## src/hdl/shp_pkg.sv

```systemverilog
`default_nettype none
// ----------------------------------------------------------------------------
// shp_pkg
// Shared constants and codes of the 3x3 Laplacian sharpening unit.
// ----------------------------------------------------------------------------
package shp_pkg;

  localparam int CHAN_W          = 8;
  localparam int PORT_CHANNELS   = 3;
  localparam int POS_W           = 12;
  localparam int CFG_DATA_W      = 13;
  localparam int CFG_INDEX_W     = 2;
  localparam int COUNT_W         = 2;
  localparam int SUM_W           = 12;

  localparam int MAX_WIDTH_DEF      = 4096;
  localparam int PIXEL_CHANNELS_DEF = 3;
  localparam int MAX_HEIGHT         = 4096;
  localparam int MIN_DIM            = 3;

  localparam logic [CFG_DATA_W-1:0] WIDTH_RESET  = 13'd640;
  localparam logic [CFG_DATA_W-1:0] HEIGHT_RESET = 13'd480;
  localparam logic [COUNT_W-1:0]    COUNT_RESET  = 2'd3;

  typedef enum logic [CFG_INDEX_W-1:0] {
    CFG_FRAME_WIDTH   = 2'd0,
    CFG_FRAME_HEIGHT  = 2'd1,
    CFG_CHANNEL_COUNT = 2'd2
  } cfg_index_t;

endpackage
`default_nettype wire

```

## src/hdl/shp_lane.sv

```systemverilog
`default_nettype none
// ----------------------------------------------------------------------------
// shp_lane
// One channel of the sharpening kernel: 5*centre minus the four direct
// neighbors, saturated to 0..255, or zero when the lane is not active.
// ----------------------------------------------------------------------------
module shp_lane (
  input  wire  [shp_pkg::CHAN_W-1:0] centre,
  input  wire  [shp_pkg::CHAN_W-1:0] up,
  input  wire  [shp_pkg::CHAN_W-1:0] down,
  input  wire  [shp_pkg::CHAN_W-1:0] left,
  input  wire  [shp_pkg::CHAN_W-1:0] right,
  input  wire                        active,
  output logic [shp_pkg::CHAN_W-1:0] sharp
);

  // range -1020..1275, two's complement in SUM_W bits
  logic [shp_pkg::SUM_W-1:0] sum;

  always_comb begin
    sum = {2'b00, centre, 2'b00} + shp_pkg::SUM_W'(centre)
        - shp_pkg::SUM_W'(up) - shp_pkg::SUM_W'(down)
        - shp_pkg::SUM_W'(left) - shp_pkg::SUM_W'(right);
    if (!active || sum[shp_pkg::SUM_W-1]) begin
      sharp = '0;
    end else if (sum[shp_pkg::SUM_W-2:shp_pkg::CHAN_W] != '0) begin
      sharp = '1;
    end else begin
      sharp = sum[shp_pkg::CHAN_W-1:0];
    end
  end

endmodule
`default_nettype wire

```

## config.mk

```make
export PLATFORM = sky130hd
export DESIGN_NAME = shp_lane
export DESIGN_NICKNAME = d
export VERILOG_FILES = /design/src/hdl/shp_pkg.sv /design/src/hdl/shp_lane.sv
export SDC_FILE = /design/constraint.sdc
export NUM_CORES = 1
export LEC_CHECK = 0
export BUFFER_PORTS_ARGS = -buffer_cell sky130_fd_sc_hd__clkbuf_2
export CAP_MARGIN = 15
export CORE_MARGIN = 2
export CORE_UTILIZATION = 25
export DETAILED_ROUTE_END_ITERATION = 7
export PLACE_DENSITY = 0.43
export SYNTH_ARGS = -nofsm -noshare
export SYNTH_HDL_FRONTEND = slang
export SYNTH_SLANG_ARGS = --single-unit
export TNS_END_PERCENT = 10
```

## constraint.sdc

```tcl
create_clock -name vclk -period 6.8
set_input_delay 1.36 -clock vclk [all_inputs]
set_output_delay 1.36 -clock vclk [all_outputs]
set_load 0.01 [all_outputs]
```

# Yosys cells after proc, flatten, opt, wreduce, memory -nomap -nowiden

Index checks and enable logic that the tools add are counted.

Output and inout bits: 8
Bits of input ports: 41
Flip-flop bits (word level): 0

Reduce and logical (&&, ||, !) cells: 3
Mux-type cells: 2
Add/sub/neg operators: 5

Operators with widths:

| operator                                      | count |
|---|---|
| 12-bit by 8-bit subtractor with 12-bit output | 3 |
| 8-bit 2-to-1 mux                              | 2 |
| 11-bit by 8-bit subtractor with 12-bit output | 1 |
| 10-bit by 8-bit adder with 11-bit output      | 1 |
| 3-bit nonzero test                            | 1 |
| 1-bit logical NOT                             | 1 |
| 1-bit logical OR                              | 1 |

# Depth between registers and ports, before layout

Gate-level depths: netlist of run 1.

Word-level depth: 8
Mapped depth: 13
Depth with buffers taken out: 13

# Least setup slack after synthesis of run 1

OpenSTA, ideal clock, no wires.

Kind: input to output
From: in up[1] (netlist bit)
To: out sharp[2] (netlist bit)
Path slack: 0.632 ns
Cell stages on the path: 12
Data arrival time: 4.808 ns
Cell sequence: inv_1 > fa_1 > fa_1 > inv_1 > fa_1 > inv_1 > fa_1 > a21o_1 > a221o_2 > mux2i_1 > a211oi_2 > a31oi_1

Cells in the longest elaborated chain, start to end: 7
Elaborated cells on any way between the ends: 8
Classes of those cells: 4 x add/sub; 2 x mux; 2 x reduce/logical

RTL lines:

| item                                                           | RTL line       | source |
|---|---|---|
| from (decl)                                                    | shp_lane.sv:9  | `input wire [shp_pkg::CHAN_W-1:0] up,` |
| 11-bit by 8-bit subtractor with 12-bit output (*)              | shp_lane.sv:22 | `- shp_pkg::SUM_W'(up) - shp_pkg::SUM_W'(down)` |
| 12-bit by 8-bit subtractor with 12-bit output (*)              | shp_lane.sv:22 |  |
| 12-bit by 8-bit subtractor with 12-bit output (*) (2 in a row) | shp_lane.sv:23 | `- shp_pkg::SUM_W'(left) - shp_pkg::SUM_W'(right);` |
| 3-bit nonzero test                                             | shp_lane.sv:26 | `end else if (sum[shp_pkg::SUM_W-2:shp_pkg::CHAN_W] != '0) begin` |
| 8-bit 2-to-1 mux                                               | shp_lane.sv:26 |  |
| 8-bit 2-to-1 mux (*)                                           | shp_lane.sv:24 | `if (!active \|\| sum[shp_pkg::SUM_W-1]) begin` |
| to (decl)                                                      | shp_lane.sv:14 | `output logic [shp_pkg::CHAN_W-1:0] sharp` |

Every way passes the cells marked *; elsewhere a longest branch is shown, timed or not.

# Worst setup path in the final report of run 1

From: in up[1] (netlist bit)
To: out sharp[5] (netlist bit)

Same word-level chain as after synthesis.

==> results of run 1 <==
## layout make-up
class              count  area share
multi-input cells    102       0.675
repair buffers        49       0.137
well taps             72      0.0503
inverters             66       0.138
## per-layer routing
layer,up-vias,wire length [um]
li1,616,-
met1,561,1120
met2,24,1440
met3,0,113
met4,0,0
met5,-,0
## metrics by stage
step	power, mW	worst slack [ns]	cells	hold slack, ns	util
final	0.534	0.309	289	3.29	0.321
after global routing	0.630	0.0763	289	3.38	0.321
after CTS	0.545	0.281	289	3.29	0.321
after detailed placement	0.541	0.294	289	3.29	0.321
after global placement	0.547	0.308	289	3.30	0.321
after floorplan	0.423	0.632	168	3.05	-
## placed cells by master, fill, tap and decap left out
| cell type | instances |
|---|---|
| a2bb2oi_4 | 1 |
| o211ai_1 | 1 |
| a211oi_2 | 2 |
| o21bai_1 | 1 |
| mux2i_1 | 3 |
| fa_1 | 30 |
| xnor2_1 | 5 |
| ha_1 | 15 |
| nor2_1 | 5 |
| a31oi_1 | 8 |
| a21oi_1 | 6 |
| a22oi_1 | 1 |
| nand3_1 | 1 |
| nor2b_1 | 1 |
| a211oi_1 | 1 |
| nand2b_1 | 1 |
| xor2_1 | 3 |
| and3_1 | 3 |
| nand2_1 | 2 |
| a31o_2 | 1 |
| a21o_1 | 4 |
| clkbuf_2 | 49 |
| o41ai_1 | 1 |
| inv_1 | 66 |
| a311o_1 | 1 |
| a31oi_2 | 1 |
| a221o_2 | 1 |
| o21ai_0 | 2 |
| nor3_1 | 1 |
## cell families (layout without fill, tap and decap cells)
family                     count (synthesis)  count (layout)  synth area share
buffers and inverters                     66             115             0.170
adders and majority gates                 45              45             0.541
AOI/OAI and AO/OA                         32              32             0.174
and+or+nand+nor                           14              14            0.0464
xor gates and xnor gates                   8               8            0.0481
muxes                                      3               3            0.0206
## worst paths after layout
kind  depth (start not counted)    from        to  slack [ns]
max                          14   up[1]  sharp[5]        0.31
min                           5  active  sharp[4]        3.29
## report_power, final
part	total, mW	switching, mW	internal, mW	leakage, nW
Sequential	0	0	0	0
Clock	0	0	0	0
Combinational	0.534	0.304	0.230	1.05
## critical path: stages
cell	delay [ns]
clkbuf_2	0.07
inv_1	0.04
fa_1	0.51
fa_1	0.55
inv_1	0.05
fa_1	0.53
inv_1	0.06
fa_1	0.43
a21o_1	0.21
a221o_2	0.39
mux2i_1	0.15
a211oi_2	0.47
a31oi_1	0.15
clkbuf_2	0.15
==> flow_metrics.py, run 1 <==
metrics = {
    "clock_network": {
        "holdBufCountCts": 0,
        "post_cts_resized": 0,
        "postCtsSetupBuffers": 0,
    },
    "die": {
        "die_w_um": 80.3,
        "rows": 27,
        "core_area_um2": 5570,
        "die_h_um": 80.3,
        "initial_core_util": 0.261,
        "io_pins": 49,
        "die_area_um2": 6450,
    },
    "route": {
        "routed-via-count": 1201,
        "first_pass_iters": 4,
        "drt-total-wl_um": 2680,
        "ant_nets": 0,
        "drt_iter0_drc": 14,
        "vias_per_cell": 4.16,
        "routedWlPerCell_um": 9.27,
        "drc_errors": 0,
    },
    "yosys": {
        "synthTopCellsByArea": "fa_1 41%, inv_1 17%, ha_1 13%, a31oi_1 3.4%, xnor2_1 3.0%",
        "syn_inst": 168,
        "synth_area_leader_cell": "fa_1",
        "yosysSeqAreaShare": 0,
        "synth_nets": 254,
        "yosysMostFrequentCell": "inv_1",
        "syn-cell-area_um2": 1460,
        "yosys.area.top_type_share": 0.412,
        "yosys_warnings": 0,
        "ys_types": 28,
        "synth.avg_cell_area_um2": 8.67,
        "yosys-top-cells-count": "66 x inv_1, 30 x fa_1, 15 x ha_1",
    },
    "power": {
        "leakagePower_nw": 1.05,
        "ir_worst_vdd_uv": 86.6,
        "p_per_area_nw_per_um2": 298,
    },
    "grt": {
        "grt_use_met2": 0.208,
        "grt_pass1_wl_um": 5380,
        "top_usage_layer": "met2",
        "overflow": 0,
        "met3_usage": 0.00225,
        "grt_usage": 0.100,
        "grt_pass1_vias": 1358,
        "antenna_found_initial": 0,
        "grt_max_degree": 9,
        "grt_util_met1": 0.120,
    },
    "sta": {
        "setup_violations": 0,
        "min_period_ns": 6.49,
        "final_max_slew_viol_count": 0,
        "slew_headroom": 0.686,
        "fmax_ghz": 0.154,
        "setup_tns_ns": 0,
        "rsz0062_at_grt": "false",
        "finalHoldViolCount": 0,
        "worstMarginPinSlew_ns": 0.470,
        "timing.final.crit_share": 0.955,
    },
    "final_layout": {
        "multi_input_area_um2": 1210,
        "nNetsFinal": 305,
        "seq_cell_count": 0,
        "clkbuf_count": 0,
        "stdcell_area_um2": 1790,
        "drive_gt1_frac": 0.253,
        "syn2layout_area_growth_pct": 23.0,
        "num_antenna_cells": 0,
        "seqCellArea_um2": 0,
        "fill_cells": 623,
    },
    "placement": {
        "io_buffers": 49,
        "place_congestion": 0.691,
        "dpl.hpwl_um": 2580,
        "postPlaceCellArea_um2": 1790,
    },
    "worst_setup_path": {
        "worstPathMaxFanout": 8,
        "cp-start-kind": "input pin",
        "crit_type": "input pin to output port",
        "critical_path_required_ns": 5.44,
        "cp-end-kind": "output port",
        "crit_arrival_ns": 5.13,
    },
    "outcome": {
        "status": "finished clean",
    },
    "worst_hold_path": {
        "hp-class": "input pin to output port",
    },
    "flow_run": {
        "cap_violations": 0,
    },
}
Power figures use the tool's default switching activity.
==> run 2: changes to the inputs <==
- clock period: 6.8 -> 6.3 ns (I/O delays scaled with it)
==> run 2 against run 1 <==
  * Worst hold slack got worse by 0.20 ns
  * Utilization rose by 2.2 points
  * Final area rose by 6.7%
  * Clock-buffer cell count did not move
  * Cell count rose by 2.4%
  * Die area did not move
  * Sequential share of layout area did not move
  * Critical path depth rose by 2
  * Global-route usage fell by 0.37 points
  * Critical endpoint is now sharp[4]
  * Largest power group unchanged
==> flow_metrics.py, run 2 (synthesized netlist as in run 1, its figures left out) <==
metrics = {
    "final_layout": {
        "most-common-layout-cells": "65 x inv_1, 48 x clkbuf_2, 29 x fa_1",
        "clkbuf_count": 0,
        "drive_gt1_frac": 0.304,
        "syn2layout_area_growth_pct": 31.3,
        "seqCellArea_um2": 0,
        "num_antenna_cells": 0,
        "nNetsFinal": 312,
        "fill_cells": 611,
        "stdcell_area_um2": 1910,
        "final_cells": 296,
        "final_common_cell": "inv_1",
        "seq_cell_count": 0,
    },
    "placement": {
        "io_buffers": 49,
        "dpl.hpwl_um": 2680,
        "dpl.cell_count": 291,
        "place_congestion": 0.674,
        "postPlaceCellArea_um2": 1810,
    },
    "worst_hold_path": {
        "hp-class": "input pin to output port",
        "hold_depth": 5,
    },
    "sta": {
        "finalHoldViolCount": 0,
        "worstMarginPinSlew_ns": 0.346,
        "final_max_slew_viol_count": 0,
        "fmax_ghz": 0.163,
        "min_period_ns": 6.13,
        "setup_violations": 0,
        "slew_headroom": 0.766,
        "timing.final.crit_share": 0.972,
    },
    "route": {
        "vias_per_cell": 4.26,
        "drc_errors": 0,
        "drt-total-wl_um": 2850,
        "routed-via-count": 1260,
        "ant_nets": 0,
        "routedWlPerCell_um": 9.64,
        "first_pass_iters": 4,
        "drt_iter0_drc": 14,
    },
    "worst_setup_path": {
        "crit_path_end": "sharp[4]",
        "cpPeakStageDelay_ns": 0.53,
        "worstPathMaxFanout": 4,
        "cp-startpoint": "centre[2]",
        "critPathSlowestCell": "fa_1",
        "worst-path-buf-inv": 7,
        "cp-start-kind": "input pin",
        "worstPathCellList": "clkbuf_2 > inv_2 > fa_1 > inv_1 > fa_1 > inv_1 > fa_1 > inv_1 > ha_4 > a21o_1 > a221o_2 > mux2i_4 > a211oi_4 > buf_6 > a31oi_1 > clkbuf_2",
        "critical_path_required_ns": 5.04,
        "crit_arrival_ns": 4.87,
        "crit_type": "input pin to output port",
        "cp-end-kind": "output port",
        "cp.depth": 16,
        "crit_family": "adder cells",
    },
    "power": {
        "finalPower_uw": 722,
        "ir_worst_vdd_uv": 163,
        "leakagePower_nw": 1.08,
        "p_per_area_nw_per_um2": 377,
    },
    "die": {
        "die_w_um": 80.3,
        "core_area_um2": 5570,
        "die_area_um2": 6450,
        "initial_core_util": 0.261,
        "die_h_um": 80.3,
        "io_pins": 49,
        "rows": 27,
    },
    "clock_network": {
        "holdBufCountCts": 0,
    },
    "grt": {
        "grt_max_degree": 9,
        "grt_pass1_wl_um": 5240,
        "overflow": 0,
        "grt_usage": 0.0965,
        "grt_pass1_vias": 1348,
        "antenna_found_initial": 0,
    },
    "flow_run": {
        "cap_violations": 0,
    },
    "outcome": {
        "status": "finished clean",
    },
}
[run 2: cell count changes in the layout (fill, tap and decap cells not counted), moves of 2 or more]
cell      delta
a211oi_2     -2
ha_1         -2
buf_6        +2
ha_4         +2
buf_4        +5
a211oi_4     +2
[run 2: worst min path at each step]
| stage | to | from | slack (ns) |
|---|---|---|---|
| 5_1_grt | sharp[2] | active | 3.17 |
| 6_report | sharp[2] | active | 3.09 |
| 4_1_cts | sharp[2] | active | 3.10 |
| 3_5_place_dp | sharp[2] | active | 3.10 |
| 3_3_place_gp | sharp[2] | active | 3.10 |
| 2_1_floorplan | sharp[0] | active | 2.85 |
[run 2: cell type report]
cell class / instances / area [um^2] / share of cell area
tap: 72 / 90.1 / 0.0471
timing repair buffer: 56 / 305 / 0.160
multi-input combinational: 102 / 1270 / 0.664
inverter: 66 / 248 / 0.130
[run 2: per-stage QoR]
| stage | worst slack (ns) | TNS (ns) | hold slack [ns] | util |
|---|---|---|---|---|
| final | 0.174 | 0 | 3.09 | 0.343 |
| after global routing | -0.00699 | -0.00699 | 3.17 | 0.343 |
| after CTS | 0.0625 | 0 | 3.10 | 0.325 |
| after detailed placement | -0.0342 | -0.131 | 3.10 | 0.324 |
| after global placement | -0.00186 | -0.00319 | 3.10 | 0.324 |
| after floorplan | 0.332 | 0 | 2.85 | - |
[run 2: report_power, final]
group / internal (mW) / total, mW / switching, mW
Sequential: 0 / 0 / 0
Combinational: 0.345 / 0.722 / 0.377
Clock: 0 / 0 / 0
[run 2: metal layers]
metal,GRT usage,vias up,part of all wire
met5,0,-,0
met4,0,0,0
met1,0.110,606,0.42
met2,0.208,26,0.54
met3,0,0,0.038
li1,-,628,-
[run 2: what timing repair did]
action                                  in CTS  in global routing
buffers inserted                             0                  5
hold endpoints to repair                     0                  0
resized for setup                            1                 11
endpoints found under the setup margin       8                  8
pin swaps                                    1                 10
[run 2: worst min-delay path, stage by stage]
cell      delay [ns]
clkbuf_2        0.08
o21ai_0         0.06
a21o_1          0.24
a31oi_1         0.06
clkbuf_2        0.13
==> run 3: changes to the inputs <==
- BUFFER_PORTS_ARGS: -buffer_cell sky130_fd_sc_hd__clkbuf_2 -> not set
- DONT_BUFFER_PORTS: not set -> 1
- PLACE_DENSITY: 0.43 -> 0.36
==> run 3 against run 2 <==
  * Die area unchanged
  * Global-route usage down 0.26 points
  * Non-clock buffer count down 56
  * Critical path type unchanged
  * Critical endpoint is now sharp[3]
==> flow_metrics.py, run 3 (synthesized netlist as in run 1, its figures left out) <==
metrics = {
    "grt": {
        "grt_max_degree": 9,
        "antenna_found_initial": 0,
        "grt_pass1_wl_um": 5130,
        "grt_usage": 0.0938,
        "overflow": 0,
        "grt_pass1_vias": 1222,
    },
    "sta": {
        "timing.final.crit_share": 0.969,
        "fmax_ghz": 0.164,
        "setup_violations": 0,
        "slew_headroom": 0.766,
        "setup_tns_ns": 0,
        "final_max_slew_viol_count": 0,
        "finalHoldViolCount": 0,
        "worstMarginPinSlew_ns": 0.347,
        "min_period_ns": 6.10,
    },
    "die": {
        "die_area_um2": 6450,
        "die_h_um": 80.3,
        "io_pins": 49,
        "core_area_um2": 5570,
        "rows": 27,
        "die_w_um": 80.3,
        "initial_core_util": 0.261,
    },
    "final_layout": {
        "fill_cells": 619,
        "final_common_cell": "inv_1",
        "stdcell_area_um2": 1550,
        "nNetsFinal": 256,
        "final_cells": 240,
        "syn2layout_area_growth_pct": 6.70,
        "clkbuf_count": 0,
        "num_antenna_cells": 0,
        "seq_cell_count": 0,
        "seqCellArea_um2": 0,
        "most-common-layout-cells": "66 x inv_1, 30 x fa_1, 15 x ha_1",
        "drive_gt1_frac": 0.0357,
        "multi_input_area_um2": 1220,
    },
    "worst_setup_path": {
        "worstPathMaxFanout": 8,
        "crit_family": "adder cells",
        "cp-start-kind": "input pin",
        "cp-end-kind": "output port",
        "critical_path_required_ns": 5.04,
        "cp-startpoint": "up[1]",
        "critPathSlowestCell": "fa_1",
        "worst-path-buf-inv": 3,
        "cpPeakStageDelay_ns": 0.55,
        "crit_arrival_ns": 4.84,
        "crit_type": "input pin to output port",
        "cpMostUsedCell": "fa_1",
        "worstPathCellList": "inv_1 > fa_1 > fa_1 > inv_1 > fa_1 > inv_1 > fa_1 > a21o_1 > a221o_2 > mux2i_1 > a211oi_4 > a31oi_1",
    },
    "flow_run": {
        "cap_violations": 0,
    },
    "power": {
        "p_int_uw": 236,
        "p_sw_uw": 333,
        "p_per_area_nw_per_um2": 366,
        "switching_share": 0.585,
        "pwr-share-clk": 0,
        "ir_worst_vdd_uv": 97.4,
        "leakagePower_nw": 0.845,
        "combPwrFrac": 1.000,
        "seqPwrFrac": 0,
    },
    "clock_network": {
        "postCtsSetupBuffers": 0,
    },
    "worst_hold_path": {
        "hp-class": "input pin to output port",
        "min-delay-start": "centre[0]",
    },
    "route": {
        "drt_iter0_drc": 12,
        "ant_nets": 0,
        "drt-total-wl_um": 2750,
        "drc_errors": 0,
        "vias_per_cell": 4.36,
        "routedWlPerCell_um": 11.4,
        "first_pass_iters": 4,
        "routed-via-count": 1047,
    },
    "outcome": {
        "status": "finished clean",
    },
    "placement": {
        "io_buffers": 0,
        "dpl.cell_count": 240,
        "place_congestion": 0.668,
        "postPlaceCellArea_um2": 1550,
        "dpl.hpwl_um": 2630,
    },
}
## run 3: power by group through the flow
stage / logic, mW / registers (mW) / clock network (mW)
final: 0.569 / 0 / 0
after global routing: 0.655 / 0 / 0
after CTS: 0.566 / 0 / 0
after detailed placement: 0.562 / 0 / 0
after global placement: 0.560 / 0 / 0
after floorplan: 0.457 / 0 / 0
## run 3: path summary, 6_finish.rpt
check	slack [ns]	endpoint	cells after the start
worst max-delay path	0.20	sharp[3]	12
worst min-delay path	2.90	sharp[0]	3
## run 3: layer usage
metal,share of wire,wire length (um),track usage,up-vias
li1,-,-,-,514
met1,0.40,1110,0.109,504
met2,0.54,1480,0.191,27
met3,0.050,136,0.00899,2
met4,0.0066,18,0.00508,0
met5,0,0,0,-
## run 3: worst min-delay path, cell delays in order
cell,delay (ns)
ha_1,0.21
inv_1,0.05
a31oi_1,0.12
## run 3: repair_timing
item / in CTS / in global routing
resized for setup: 0 / 1
hold buffers: 0 / 0
endpoints found under the setup margin: 0 / 8
## run 3: per-stage QoR
step	hold slack (ns)	setup slack [ns]	utilization	total power [mW]
after floorplan	2.85	0.332	-	0.457
after global placement	2.91	0.167	0.277	0.560
after detailed placement	2.91	0.121	0.277	0.562
after CTS	2.91	0.0940	0.277	0.566
after global routing	2.94	-0.00795	0.279	0.655
final	2.90	0.196	0.279	0.569
## run 3: layout make-up
| cell class | instances | area share |
|---|---|---|
| Multi-Input combinational cell | 102 | 0.783 |
| Inverter | 66 | 0.159 |
| Tap cell | 72 | 0.0580 |
